--- config.mk ---
export PLATFORM = sky130hd
export DESIGN_NAME = agc_ctrl
export DESIGN_NICKNAME = d
export VERILOG_FILES = /design/src/agc_pkg.sv /design/src/agc_ctrl.sv
export SDC_FILE = /design/constraint.sdc
export NUM_CORES = 1
export LEC_CHECK = 0
export BUFFER_PORTS_ARGS = -buffer_cell sky130_fd_sc_hd__buf_4
export CAP_MARGIN = 20
export CORE_MARGIN = 2
export CORE_UTILIZATION = 25
export CTS_BUF_LIST = sky130_fd_sc_hd__clkbuf_8
export CTS_CLUSTER_DIAMETER = 60
export DETAILED_ROUTE_END_ITERATION = 10
export GPL_TIMING_DRIVEN = 0
export HOLD_SLACK_MARGIN = 0.03
export MAX_ROUTING_LAYER = met4
export SKIP_CTS_REPAIR_TIMING = 1
export SLEW_MARGIN = 20
export SYNTH_ARGS = -nofsm -noshare
export SYNTH_HDL_FRONTEND = slang
export SYNTH_SLANG_ARGS = --single-unit
--- constraint.sdc ---
create_clock -name clk -period 4.3 [get_ports clk]
set_input_delay 0.215 -clock clk [delete_from_list [all_inputs] [get_ports clk]]
set_output_delay 0.215 -clock clk [all_outputs]
set_load 0.03 [all_outputs]
--- src/agc_pkg.sv ---
// ----------------------------------------------------------------------------
// agc_pkg: shared definitions of the glyph compositor
// Item modes, register indexes, field widths, the control and status groups
// between controller and datapath, and the rounding divide by 255.
// ----------------------------------------------------------------------------
package agc_pkg;

  localparam int DEF_MAX_WIDTH  = 1024;
  localparam int DEF_MAX_HEIGHT = 1024;

  localparam int MODE_W  = 2;
  localparam int POS_W   = 10;
  localparam int COV_W   = 8;
  localparam int COLOR_W = 32;
  localparam int CHAN_W  = 8;
  localparam int RGB_W   = 3 * CHAN_W;
  localparam int PIX_W   = RGB_W + CHAN_W;
  localparam int ALPHA_W = 2 * CHAN_W;
  localparam int NUM_W   = 3 * CHAN_W;

  localparam int CFG_ADDR_W = 1;
  localparam int CFG_DATA_W = 11;

  localparam logic [CFG_ADDR_W-1:0] REG_FRAME_WIDTH  = 1'b0;
  localparam logic [CFG_ADDR_W-1:0] REG_FRAME_HEIGHT = 1'b1;
  localparam logic [CFG_DATA_W-1:0] FRAME_RESET      = 11'd1024;

  localparam logic [MODE_W-1:0] MODE_CLEAR = 2'd0;
  localparam logic [MODE_W-1:0] MODE_BLEND = 2'd1;
  localparam logic [MODE_W-1:0] MODE_READ  = 2'd2;
  localparam logic [MODE_W-1:0] MODE_NONE  = 2'd3;

  // Quotient bits produced by the divider; one per cycle.
  localparam int DIV_STEPS = CHAN_W;
  localparam int DIV_CNT_W = $clog2(DIV_STEPS);

  typedef struct packed {
    logic accept;
    logic decode;
    logic clear_step;
    logic capture;
    logic mul;
    logic div_step;
    logic write;
    logic res_load;
  } agc_cmd_t;

  typedef struct packed {
    logic [MODE_W-1:0] mode;
    logic              outside;
    logic              clear_empty;
    logic              clear_last;
    logic              outa_zero;
    logic              div_last;
  } agc_stat_t;

  // Rounding divide by 255 in shift-add form, valid for x up to 255 * 255.
  function automatic logic [CHAN_W-1:0] div255(input logic [ALPHA_W-1:0] x);
    logic [ALPHA_W:0]   d1;
    logic [ALPHA_W:0]   s;
    logic [ALPHA_W+1:0] d2;
    d1 = (17'(x) + 17'd128) >> 8;
    s  = 17'(x) + d1;
    d2 = (18'(s) + 18'd128) >> 8;
    return d2[CHAN_W-1:0];
  endfunction

endpackage

--- src/agc_ctrl.sv ---
// ----------------------------------------------------------------------------
// agc_ctrl: controller of the glyph compositor
// Sequences clear sweeps, store reads, the blend arithmetic and the divider,
// and owns the valid flag of the result register.
// ----------------------------------------------------------------------------
module agc_ctrl import agc_pkg::*; (
  input  logic      clk,
  input  logic      rst,
  input  logic      in_valid,
  output logic      in_ready,
  output logic      out_valid,
  input  logic      out_ready,
  input  agc_stat_t stat,
  output agc_cmd_t  cmd
);

  localparam logic [2:0] ST_IDLE   = 3'd0;
  localparam logic [2:0] ST_DECODE = 3'd1;
  localparam logic [2:0] ST_CLEAR  = 3'd2;
  localparam logic [2:0] ST_FETCH  = 3'd3;
  localparam logic [2:0] ST_MUL    = 3'd4;
  localparam logic [2:0] ST_DIV    = 3'd5;
  localparam logic [2:0] ST_WRITE  = 3'd6;
  localparam logic [2:0] ST_DONE   = 3'd7;

  logic [2:0] state;
  logic [2:0] state_next;

  assign in_ready = (state == ST_IDLE);

  always_comb begin
    state_next = state;
    cmd        = '0;
    unique case (state)
      ST_IDLE: begin
        if (in_valid) begin
          cmd.accept = 1'b1;
          state_next = ST_DECODE;
        end
      end
      ST_DECODE: begin
        cmd.decode = 1'b1;
        if (stat.mode == MODE_CLEAR) begin
          state_next = stat.clear_empty ? ST_DONE : ST_CLEAR;
        end else if (stat.mode == MODE_NONE || stat.outside) begin
          state_next = ST_DONE;
        end else begin
          state_next = ST_FETCH;
        end
      end
      ST_CLEAR: begin
        cmd.clear_step = 1'b1;
        if (stat.clear_last) begin
          state_next = ST_DONE;
        end
      end
      ST_FETCH: begin
        cmd.capture = 1'b1;
        state_next  = (stat.mode == MODE_BLEND) ? ST_MUL : ST_DONE;
      end
      ST_MUL: begin
        cmd.mul    = 1'b1;
        state_next = stat.outa_zero ? ST_DONE : ST_DIV;
      end
      ST_DIV: begin
        cmd.div_step = 1'b1;
        if (stat.div_last) begin
          state_next = ST_WRITE;
        end
      end
      ST_WRITE: begin
        cmd.write  = 1'b1;
        state_next = ST_DONE;
      end
      ST_DONE: begin
        // The result register must be empty or emptying before it is reloaded.
        if (!out_valid || out_ready) begin
          cmd.res_load = 1'b1;
          state_next   = ST_IDLE;
        end
      end
      default: begin
        state_next = ST_IDLE;
      end
    endcase
  end

  always_ff @(posedge clk) begin
    if (rst) begin
      state     <= ST_IDLE;
      out_valid <= 1'b0;
    end else begin
      state <= state_next;
      if (cmd.res_load) begin
        out_valid <= 1'b1;
      end else if (out_ready) begin
        out_valid <= 1'b0;
      end
    end
  end

endmodule

==> metrics.md <==
| Metric | Value |
|---|---|
| Run status | `completed` |
| Post-synthesis cell area | `between 300 and 400 µm²` |
| Starting Density | `0.274` |
| Row Count | `13` |
| FMAX | `671 MHz` |
| Pwr per Cell Area | `about 700 nW/µm²` |
| R2R depth | `5` |
| Clk_lat worst skew | `approximately 220 ps` |
| # port buffers | `20` |
| First-pass GRT wire length | `~1.6 mm` |
| Final min period | `1490 ps` |
| Worst setup EP type | `flop` |
| Final Hold Fails | `0` |
| Lkg Pwr | `approximately 0.26 nW` |
| Sequential area share after synthesis | `0.216` |
| Most frequent cells in the layout | `20 x buf_4, 4 x nor3_1, 4 x a21oi_1, 4 x dfxtp_1` |
| Placed Cells | `80` |
| Final instance area | `around 580 µm²` |
| DRC errors left | `0` |
| Die Span Y | `roughly 42 µm` |
| Slew HR | `0.854` |
| Routed Antenna Nets | `0` |
| Initial antenna violation count | `0` |
| Final WL | `a little under 1 mm` |
| Die X | `between 40 and 50 µm` |
| Yosys warns | `0` |
| R2r endpoint | `state[0]$_SDFFE_PP0P_` |
| Total global routing overflow | `0` |
| I/O pin cnt | `21` |
| DP Area | `around 540 µm²` |
| CP Data Required Time | `around 4400 ps` |
| Worst hold endpoint | `out_valid$_SDFFE_PP0P_` |
| 1st-pass router iterations | `4` |
| Synth Instances | `45` |
| Top cells by area, synth | `dfxtp_1 22%, buf_6 9.1%, a21oi_1 5.4%, nor3_1 5.4%, or2b_2 4.7%` |
| Syn nets | `56` |
| All-Layer GR Usage | `0.122` |
| Setup Skew | `approximately 4.7 ps` |
| Worst VDD drop | `roughly 280 µV` |
| Gpl congestion | `0.797` |
| Max Slew Vio Count | `0` |
| Root buffer cell | `clkbuf_8` |
| Period Utilization, post-route | `0.347` |
| CTS tree | `built` |
| Measured slew at the worst slew-check pin | `216 ps` |
| Post-detail-place hpwl | `728 µm` |
| Non-Filler Instances | `a little over 80` |
| CP max FO | `10` |
| Unrepaired setup endpoints after global routing | `no` |
| Leading area contributor after synthesis | `dfxtp_1` |
| TritonCTS Sinks | `4` |
| Worst hold-check path type | `input pin to flop` |
| Clk buf depth | `2` |
| Die area | `roughly 1800 µm²` |
| Initial DRC Count | `6` |
| Share of cells above drive strength 1 | `0.515` |
| Yosys top cell area share | `0.216` |
| Post-Route Setup TNS | `0 ps` |
| Min Hold Slack | `around 210 ps` |
| Number of synthesized register bits | `4` |
| # diodes | `0` |
| Drt via density | `approximately 5.1` |
| CTS buffer count | `3` |
| Max-cap violation count | `0` |
| Synth Area per Inst | `8.23 µm²` |
| Synth unique cells | `27` |
| Vias | `423` |
| Crit path DAT | `1590 ps` |
| P&R area growth vs syn | `56.8%` |
| R2R Setup Slk | `about 2800 ps` |
| Largest net degree at the start of global routing | `11` |
| Hold path start | `rst` |
| Hold Path Stages | `2` |
| Commonest non-fill, non-tap cell in the layout | `buf_4` |
| Final nets | `approximately 80` |
| Maximum level of the CTS H-tree | `1` |
| Vias in the first global route | `about 350` |
| Core Area | `~1400 µm²` |
| Count of final setup violators | `0` |
| Clock-pin slew on the worst setup and hold paths | `roughly 30 ps` |
| Startpoint types | `flop` |
| Routed len/inst | `around 12 µm` |
| R2r startpoint | `state[2]$_SDFFE_PP0P_` |
| Crit Path Class | `flop to flop` |
==> metrics by stage <==
step / utilization / setup slack [ps] / total power (W)
finish: 0.430 / 2810 / 0.000407
global route: 0.430 / 2760 / 0.000438
CTS: 0.430 / 2830 / 0.000412
detailed placement: 0.399 / 2840 / 0.000331
global placement: 0.399 / 2830 / 0.000331
floorplan: - / 2480 / 0.000257
==> worst max path at each step <==
stage / start / end / slack (ps) / cells after the start
after floorplan: state[0]$_SDFFE_PP0P_ / cmd[7] / 2480 / 3
after global placement: state[2]$_SDFFE_PP0P_ / state[0]$_SDFFE_PP0P_ / 2830 / 5
after detailed placement: state[2]$_SDFFE_PP0P_ / state[0]$_SDFFE_PP0P_ / 2840 / 5
after CTS: state[2]$_SDFFE_PP0P_ / state[0]$_SDFFE_PP0P_ / 2830 / 5
after global routing: out_valid$_SDFFE_PP0P_ / state[0]$_SDFFE_PP0P_ / 2760 / 4
final: state[2]$_SDFFE_PP0P_ / state[0]$_SDFFE_PP0P_ / 2810 / 5
==> registers in the layout, summed over array words and instances, names as in the netlist <==
signal,flops
out_valid,1
state,3
==> area by class of cell <==
type	instances	area (µm²)
tap	15	18.8
sequential	4	80.1
inverter	2	7.51
timing repair buffer	20	150
fill	139	769
buffer	3	33.8
clock buffer	3	41.3
multi-input combinational	36	249
==> metal layers <==
metal  GRT usage  part of all wire  wire length, µm  up-vias
met3      0.0819              0.13              125        2
met2       0.151              0.40              389       25
met4      0.0188            0.0062                6        0
li1            -                 -                -      214
met5           -                 0                0        -
met1       0.165              0.46              450      182
==> logic make-up (layout without fill, tap and decap cells) <==
family                 Yosys count  after routing  share of synthesized area
AND/OR/NAND/NOR                 20             20                      0.331
buffers and inverters            5             28                      0.111
multiplexers                     2              2                     0.0709
flip-flops                       4              4                      0.216
AO/OA/AOI/OAI                   14             14                      0.270
==> Yosys cell counts <==
cell,count
and3_2,2
a311oi_2,1
o22ai_1,2
a21oi_1,4
mux2_4,1
or2_1,1
nand4bb_1,1
o311ai_1,1
and2b_2,1
a21o_1,1
o21ai_0,1
or2b_1,1
mux2_2,1
o31ai_1,2
inv_1,1
and2_1,1
dfxtp_1,4
a211o_2,1
nor3_1,4
a31oi_1,1
nand3_1,1
or3_1,1
nor2_1,2
buf_6,3
nand2_1,3
clkinv_1,1
or2b_2,2
==> power by group <==
part	internal, W	switching (W)	leakage (nW)
clock	0.0000595	0.0000179	0.0216
sequential	0.0000506	0.00000911	0.0331
combinational	0.000120	0.000150	0.210
total	0.000230	0.000177	0.264
==> critical path, cell delays in order (launching register included) <==
cell	delay, ps
dfxtp_1	300
buf_6	130
or2_1	220
o22ai_1	210
mux2_2	220
mux2_4	290
Note: power is estimated with default switching activity, not from simulation.
