===== src/agc_pkg.sv =====
// ----------------------------------------------------------------------------
// agc_pkg: shared definitions of the glyph compositor
// Item modes, register indexes, field widths, the control and status groups
// between controller and datapath, and the rounding divide by 255.
// ----------------------------------------------------------------------------
package agc_pkg;

  localparam int DEF_MAX_WIDTH  = 1024;
  localparam int DEF_MAX_HEIGHT = 1024;

  localparam int MODE_W  = 2;
  localparam int POS_W   = 10;
  localparam int COV_W   = 8;
  localparam int COLOR_W = 32;
  localparam int CHAN_W  = 8;
  localparam int RGB_W   = 3 * CHAN_W;
  localparam int PIX_W   = RGB_W + CHAN_W;
  localparam int ALPHA_W = 2 * CHAN_W;
  localparam int NUM_W   = 3 * CHAN_W;

  localparam int CFG_ADDR_W = 1;
  localparam int CFG_DATA_W = 11;

  localparam logic [CFG_ADDR_W-1:0] REG_FRAME_WIDTH  = 1'b0;
  localparam logic [CFG_ADDR_W-1:0] REG_FRAME_HEIGHT = 1'b1;
  localparam logic [CFG_DATA_W-1:0] FRAME_RESET      = 11'd1024;

  localparam logic [MODE_W-1:0] MODE_CLEAR = 2'd0;
  localparam logic [MODE_W-1:0] MODE_BLEND = 2'd1;
  localparam logic [MODE_W-1:0] MODE_READ  = 2'd2;
  localparam logic [MODE_W-1:0] MODE_NONE  = 2'd3;

  // Quotient bits produced by the divider; one per cycle.
  localparam int DIV_STEPS = CHAN_W;
  localparam int DIV_CNT_W = $clog2(DIV_STEPS);

  typedef struct packed {
    logic accept;
    logic decode;
    logic clear_step;
    logic capture;
    logic mul;
    logic div_step;
    logic write;
    logic res_load;
  } agc_cmd_t;

  typedef struct packed {
    logic [MODE_W-1:0] mode;
    logic              outside;
    logic              clear_empty;
    logic              clear_last;
    logic              outa_zero;
    logic              div_last;
  } agc_stat_t;

  // Rounding divide by 255 in shift-add form, valid for x up to 255 * 255.
  function automatic logic [CHAN_W-1:0] div255(input logic [ALPHA_W-1:0] x);
    logic [ALPHA_W:0]   d1;
    logic [ALPHA_W:0]   s;
    logic [ALPHA_W+1:0] d2;
    d1 = (17'(x) + 17'd128) >> 8;
    s  = 17'(x) + d1;
    d2 = (18'(s) + 18'd128) >> 8;
    return d2[CHAN_W-1:0];
  endfunction

endpackage


===== src/agc_dp.sv =====
// ----------------------------------------------------------------------------
// agc_dp: datapath of the glyph compositor
// Frame size registers, item registers, clear address walk, blend products,
// three restoring dividers sharing one divisor, and the result register.
// ----------------------------------------------------------------------------
module agc_dp import agc_pkg::*; #(
  parameter int MAX_WIDTH  = DEF_MAX_WIDTH,
  parameter int MAX_HEIGHT = DEF_MAX_HEIGHT,
  localparam int AW = $clog2(MAX_WIDTH * MAX_HEIGHT)
) (
  input  logic                  clk,
  input  logic                  rst,
  input  agc_cmd_t              cmd,
  output agc_stat_t             stat,
  input  logic                  cfg_we,
  input  logic [CFG_ADDR_W-1:0] cfg_addr,
  input  logic [CFG_DATA_W-1:0] cfg_data,
  input  logic [MODE_W-1:0]     mode,
  input  logic [POS_W-1:0]      pos_x,
  input  logic [POS_W-1:0]      pos_y,
  input  logic [COV_W-1:0]      coverage,
  input  logic [COLOR_W-1:0]    color,
  output logic [CHAN_W-1:0]     red,
  output logic [CHAN_W-1:0]     green,
  output logic [CHAN_W-1:0]     blue,
  output logic [CHAN_W-1:0]     pixel_alpha,
  output logic                  outside,
  output logic                  ram_we,
  output logic [AW-1:0]         ram_waddr,
  output logic [PIX_W-1:0]      ram_wdata,
  output logic [AW-1:0]         ram_raddr,
  input  logic [PIX_W-1:0]      ram_rdata
);

  localparam int XW = $clog2(MAX_WIDTH);
  localparam int YW = $clog2(MAX_HEIGHT);

  logic [CFG_DATA_W-1:0] frame_width;
  logic [CFG_DATA_W-1:0] frame_height;

  logic [MODE_W-1:0] item_mode;
  logic [COV_W-1:0]  item_cov;
  logic [RGB_W-1:0]  item_src;
  logic [CHAN_W-1:0] item_inv_alpha;
  logic [AW-1:0]     item_addr;
  logic              item_outside;

  logic [XW-1:0] cx;
  logic [YW-1:0] cy;
  logic [AW-1:0] caddr;
  logic [AW-1:0] row_base;

  logic [CHAN_W-1:0]  k;
  logic [RGB_W-1:0]   pix_rgb;
  logic [CHAN_W-1:0]  pix_a;
  logic [ALPHA_W-1:0] outa;
  logic [ALPHA_W-1:0] kx;
  logic [CHAN_W-1:0]  nk;
  logic [ALPHA_W-1:0] dd  [3];
  logic [ALPHA_W-1:0] rem [3];
  logic [CHAN_W-1:0]  low [3];
  logic [DIV_CNT_W-1:0] div_cnt;

  logic              in_out;
  logic              x_last;
  logic              y_last;
  logic [ALPHA_W-1:0] kx_comb;
  logic [CHAN_W-1:0]  src_alpha;
  logic [CHAN_W-1:0]  nk_comb;
  logic [ALPHA_W:0]   shifted [3];
  logic [ALPHA_W:0]   diff    [3];
  logic               qbit    [3];
  logic [NUM_W-1:0]   num     [3];
  logic [CHAN_W-1:0]  new_alpha;

  // Bounds against the smaller of the register and the store dimension.
  assign in_out = (32'(pos_x) >= 32'(frame_width)) || (32'(pos_x) >= 32'(MAX_WIDTH)) ||
                  (32'(pos_y) >= 32'(frame_height)) || (32'(pos_y) >= 32'(MAX_HEIGHT));

  assign x_last = (32'(cx) + 32'd1 >= 32'(frame_width)) ||
                  (32'(cx) + 32'd1 >= 32'(MAX_WIDTH));
  assign y_last = (32'(cy) + 32'd1 >= 32'(frame_height)) ||
                  (32'(cy) + 32'd1 >= 32'(MAX_HEIGHT));

  // Source alpha is the inverse of the color's low byte.
  assign src_alpha = ~item_inv_alpha;
  assign nk_comb   = ~k;
  assign kx_comb   = {k, 8'd0} - ALPHA_W'(k);
  assign new_alpha = div255(outa);

  always_comb begin
    for (int i = 0; i < 3; i++) begin
      num[i] = NUM_W'(kx) * NUM_W'(item_src[RGB_W-1-CHAN_W*i -: CHAN_W]) +
               NUM_W'(dd[i]) * NUM_W'(nk);
      shifted[i] = {rem[i], low[i][CHAN_W-1]};
      diff[i]    = shifted[i] - {1'b0, outa};
      qbit[i]    = (shifted[i] >= {1'b0, outa});
    end
  end

  always_comb begin
    stat.mode        = item_mode;
    stat.outside     = item_outside;
    stat.clear_empty = (frame_width == '0) || (frame_height == '0);
    stat.clear_last  = x_last && y_last;
    stat.outa_zero   = (outa == '0);
    stat.div_last    = (div_cnt == DIV_CNT_W'(DIV_STEPS - 1));
  end

  assign ram_we    = cmd.write || cmd.clear_step;
  assign ram_waddr = cmd.clear_step ? caddr : item_addr;
  assign ram_wdata = cmd.write ? {low[0], low[1], low[2], new_alpha} : '0;
  assign ram_raddr = item_addr;

  always_ff @(posedge clk) begin
    if (rst) begin
      frame_width  <= FRAME_RESET;
      frame_height <= FRAME_RESET;
    end else if (cfg_we) begin
      unique case (cfg_addr)
        REG_FRAME_WIDTH:  frame_width  <= cfg_data;
        REG_FRAME_HEIGHT: frame_height <= cfg_data;
        default: ;
      endcase
    end
  end

  always_ff @(posedge clk) begin
    if (cmd.accept) begin
      item_mode      <= mode;
      item_cov       <= coverage;
      item_src       <= color[COLOR_W-1:CHAN_W];
      item_inv_alpha <= color[CHAN_W-1:0];
      item_addr      <= AW'(32'(pos_y) * 32'(MAX_WIDTH) + 32'(pos_x));
      item_outside   <= (mode == MODE_BLEND || mode == MODE_READ) && in_out;
      cx             <= '0;
      cy             <= '0;
      caddr          <= '0;
      row_base       <= '0;
    end
    if (cmd.clear_step) begin
      if (x_last) begin
        cx       <= '0;
        cy       <= cy + 1'b1;
        row_base <= row_base + AW'(MAX_WIDTH);
        caddr    <= row_base + AW'(MAX_WIDTH);
      end else begin
        cx    <= cx + 1'b1;
        caddr <= caddr + 1'b1;
      end
    end
    if (cmd.decode) begin
      k <= div255(ALPHA_W'(item_cov) * ALPHA_W'(src_alpha));
    end
    if (cmd.capture) begin
      pix_rgb <= ram_rdata[PIX_W-1:CHAN_W];
      pix_a   <= ram_rdata[CHAN_W-1:0];
      kx      <= kx_comb;
      nk      <= nk_comb;
      outa    <= kx_comb + ALPHA_W'(ram_rdata[CHAN_W-1:0]) * ALPHA_W'(nk_comb);
      for (int i = 0; i < 3; i++) begin
        dd[i] <= ALPHA_W'(ram_rdata[PIX_W-1-CHAN_W*i -: CHAN_W]) *
                 ALPHA_W'(ram_rdata[CHAN_W-1:0]);
      end
    end
    if (cmd.mul) begin
      // The quotient fits in a byte, so the upper bits start below the divisor.
      for (int i = 0; i < 3; i++) begin
        rem[i] <= num[i][NUM_W-1:CHAN_W];
        low[i] <= num[i][CHAN_W-1:0];
      end
      div_cnt <= '0;
    end
    if (cmd.div_step) begin
      for (int i = 0; i < 3; i++) begin
        rem[i] <= qbit[i] ? diff[i][ALPHA_W-1:0] : shifted[i][ALPHA_W-1:0];
        low[i] <= {low[i][CHAN_W-2:0], qbit[i]};
      end
      div_cnt <= div_cnt + 1'b1;
    end
    if (cmd.write) begin
      pix_rgb <= {low[0], low[1], low[2]};
      pix_a   <= new_alpha;
    end
    if (cmd.res_load) begin
      if ((item_mode == MODE_BLEND || item_mode == MODE_READ) && !item_outside) begin
        red         <= pix_rgb[RGB_W-1 -: CHAN_W];
        green       <= pix_rgb[RGB_W-1-CHAN_W -: CHAN_W];
        blue        <= pix_rgb[CHAN_W-1:0];
        pixel_alpha <= pix_a;
      end else begin
        red         <= '0;
        green       <= '0;
        blue        <= '0;
        pixel_alpha <= '0;
      end
      outside <= item_outside;
    end
  end

endmodule


===== config.mk =====
export PLATFORM = sky130hd
export DESIGN_NAME = agc_dp
export DESIGN_NICKNAME = d
export VERILOG_FILES = /design/src/agc_pkg.sv /design/src/agc_dp.sv
export SDC_FILE = /design/constraint.sdc
export NUM_CORES = 2
export LEC_CHECK = 0
export BUFFER_PORTS_ARGS = -buffer_cell sky130_fd_sc_hd__buf_2
export CAP_MARGIN = 25
export CORE_ASPECT_RATIO = 0.5
export CORE_UTILIZATION = 59
export CTS_BUF_LIST = sky130_fd_sc_hd__clkbuf_16
export CTS_CLUSTER_SIZE = 25
export DETAILED_ROUTE_END_ITERATION = 16
export GPL_TIMING_DRIVEN = 0
export PLACE_DENSITY_LB_ADDON = 0.2
export REMOVE_ABC_BUFFERS = 1
export SLEW_MARGIN = 20
export SYNTH_ARGS = -nofsm -noshare
export SYNTH_HDL_FRONTEND = slang
export SYNTH_SLANG_ARGS = --single-unit

===== constraint.sdc =====
create_clock -name clk -period 8 [get_ports clk]
set_input_delay 1.2 -clock clk [delete_from_list [all_inputs] [get_ports clk]]
set_output_delay 1.2 -clock clk [all_outputs]
set_load 0.1 [all_outputs]

==> results.json <==
{
  "startpoint_type": "flip-flop",
  "die_height_um": 215,
  "rsz0062_at_grt": "false",
  "hold_violations": 0,
  "clkSinkCount": 381,
  "wl_per_cell_um": 20.0,
  "die_w_um": 429,
  "report.final.setup_viol": 0,
  "slew_headroom_pct": 27.3,
  "cts_root_buffer": "clkbuf_16",
  "hold_class": "reg2reg",
  "finalHoldWorstSlack_ps": 478,
  "dpl-instance-area_um2": 56700,
  "grt_overflow_total": 0,
  "synth_cell_types": 74,
  "ys_warn_count": 0,
  "drive_above_1_share_pct": 7.81,
  "portBuffers": 229,
  "seqCellArea_um2": 11000,
  "rows": 77,
  "core_um2": 89300,
  "hpwl_mm": 108,
  "cp_data_required_time_ps": 8370,
  "ys_seq_area_share_pct": 20.5,
  "routed_wl_mm": 138,
  "cts_setup_buffers": 0,
  "track_usage_pct": 30.7,
  "finClkSkew_ps": 68.1,
  "ios": 230,
  "die-area_um2": 92400,
  "syn-cell-area_um2": 53800,
  "status": "finished, final reports clean",
  "final_antenna_net_count": 0,
  "final_common_cell": "inv_1",
  "endpoint_kind": "flip-flop",
  "synth_seq_cells": 381,
  "cts_buffers": 41,
  "place_ws_ps": 538,
  "post-route-period-util_pct": 94.3,
  "period_minus_slack_ps": 7550,
  "drv_slew": 0,
  "place_congestion": 0.940,
  "cap_violations": 0,
  "start_util_pct": 60.2,
  "firstDrtPassIters": 6,
  "grt_pass1_vias": 41229,
  "synth_cells": 5526,
  "drc": 0,
  "worstSetupPathType": "reg2reg",
  "multi_input_area_um2": 38400,
  "syn_to_final_growth_pct": 8.01,
  "tightest_slew_ps": 1090,
  "cts_tree": "yes",
  "nets": 7123,
  "final_cell_mix": "968 x inv_1, 821 x fa_1, 750 x nand2_1, 522 x ha_1, 482 x and2_1",
  "cts_buffer_depth": 3,
  "crit_path_max_fanout": 17,
  "clkTransAtPathRegs_ps": 60,
  "clk-insertion-delay-late_ps": 640,
  "setup_ws_ps": 453,
  "postCtsHoldBufs": 0,
  "synth-edff-count": 339,
  "synthArstFlopShare_pct": 0,
  "first_iter_violations": 2906,
  "antenna_found_initial": 9,
  "grt_pass1_wl_mm": 223,
  "cts.repair.resized": 0,
  "grt_max_degree": 88,
  "synth_flop_cell": "edfxtp_1",
  "final.fill_count": 7213,
  "max_freq_ghz": 0.132,
  "arrival_ps": 7920,
  "fin_area_um2": 58100,
  "avgSynthCellArea_um2": 9.73,
  "vias": 39542,
  "cts_htree_levels": 2,
  "utilization_pct": 65.0,
  "via_per_inst": 5.74
}
-- worst max-delay path: stages (launching register included) --
cell and delay (ps):
edfxtp_1 870, buf_8 280, nand2_1 110, fa_1 510, fa_1 540, inv_1 50
fa_1 540, inv_1 60, fa_1 530, fa_1 560, inv_1 60, fa_1 480
ha_1 390, o21ai_0 190, a21oi_1 110, a31o_2 280, o41ai_1 580, o21ai_0 370
a31oi_1 280, xor2_1 350, mux2i_1 130
-- state kept, by name, summed over array words and instances (netlist names), 10 cells and up --
name	flops
kx	16
ram_raddr	20
dd	48
caddr	20
rem	48
row_base	20
low	24
cx	10
pix_rgb	24
frame_width	11
item_src	24
frame_height	11
cy	10
outa	16
-- logic make-up after synthesis --
kind of cell               synth area share [%]
DFF                                        20.5
and+or+nand+nor                            16.4
other                                   0.00698
muxes                                      2.16
AOI/OAI and AO/OA                          6.50
buffers and inverters                      8.07
adders and majority gates                  42.7
xor gates and xnor gates                   3.68
-- per-stage QoR --
stage               std cells  setup TNS (ps)
floorplan                5338               0
global placement         6752           -1380
detailed placement       6801               0
CTS                      6877               0
global route             6882               0
finish                   6883               0
-- area by class of cell --
type / instances / share of cell area [%]
multi-input combinational: 3993 / 66.2
timing repair buffer: 282 / 3.74
inverter: 964 / 6.23
tap: 1185 / 2.55
antenna: 2 / 0.00862
sequential: 381 / 19.0
clock inverter: 35 / 0.519
clock buffer: 41 / 1.77
-- cell usage after synthesis, drive strengths merged (42+ instances only) --
cell type / count / area (um^2)
ha: 522 / 6530
o21ai: 117 / 586
xor2: 50 / 438
dfxtp: 42 / 841
edfxtp: 339 / 10200
xnor2: 176 / 1540
fa: 821 / 16400
nand3: 56 / 280
mux2: 68 / 769
and2: 482 / 3020
clkbuf: 176 / 661
nor2b: 138 / 863
a21oi: 169 / 846
a21o: 58 / 435
inv: 962 / 3610
nor2: 149 / 559
nand2: 750 / 2820
-- layer usage --
layer,vias to the layer above,part of all wire (%),global-route usage [%]
li1,17788,-,-
met1,20041,42,43.2
met2,1469,46,48.6
met3,244,9.0,6.20
met4,0,3.0,8.69
met5,-,0,0
-- worst paths after layout --
kind	endpoint	cells past startpoint	start	slack, ps
worst max-delay path	rem[0][14]	20	nk[7]	450
worst min-delay path	frame_width[5]	2	frame_width[5]	480
worst max register to register	rem[0][14]	20	nk[7]	450
worst min register to register	frame_width[5]	2	frame_width[5]	480
Power is not shown: default switching activity piles up to over one toggle a cycle in this logic, so the estimate is an artifact.
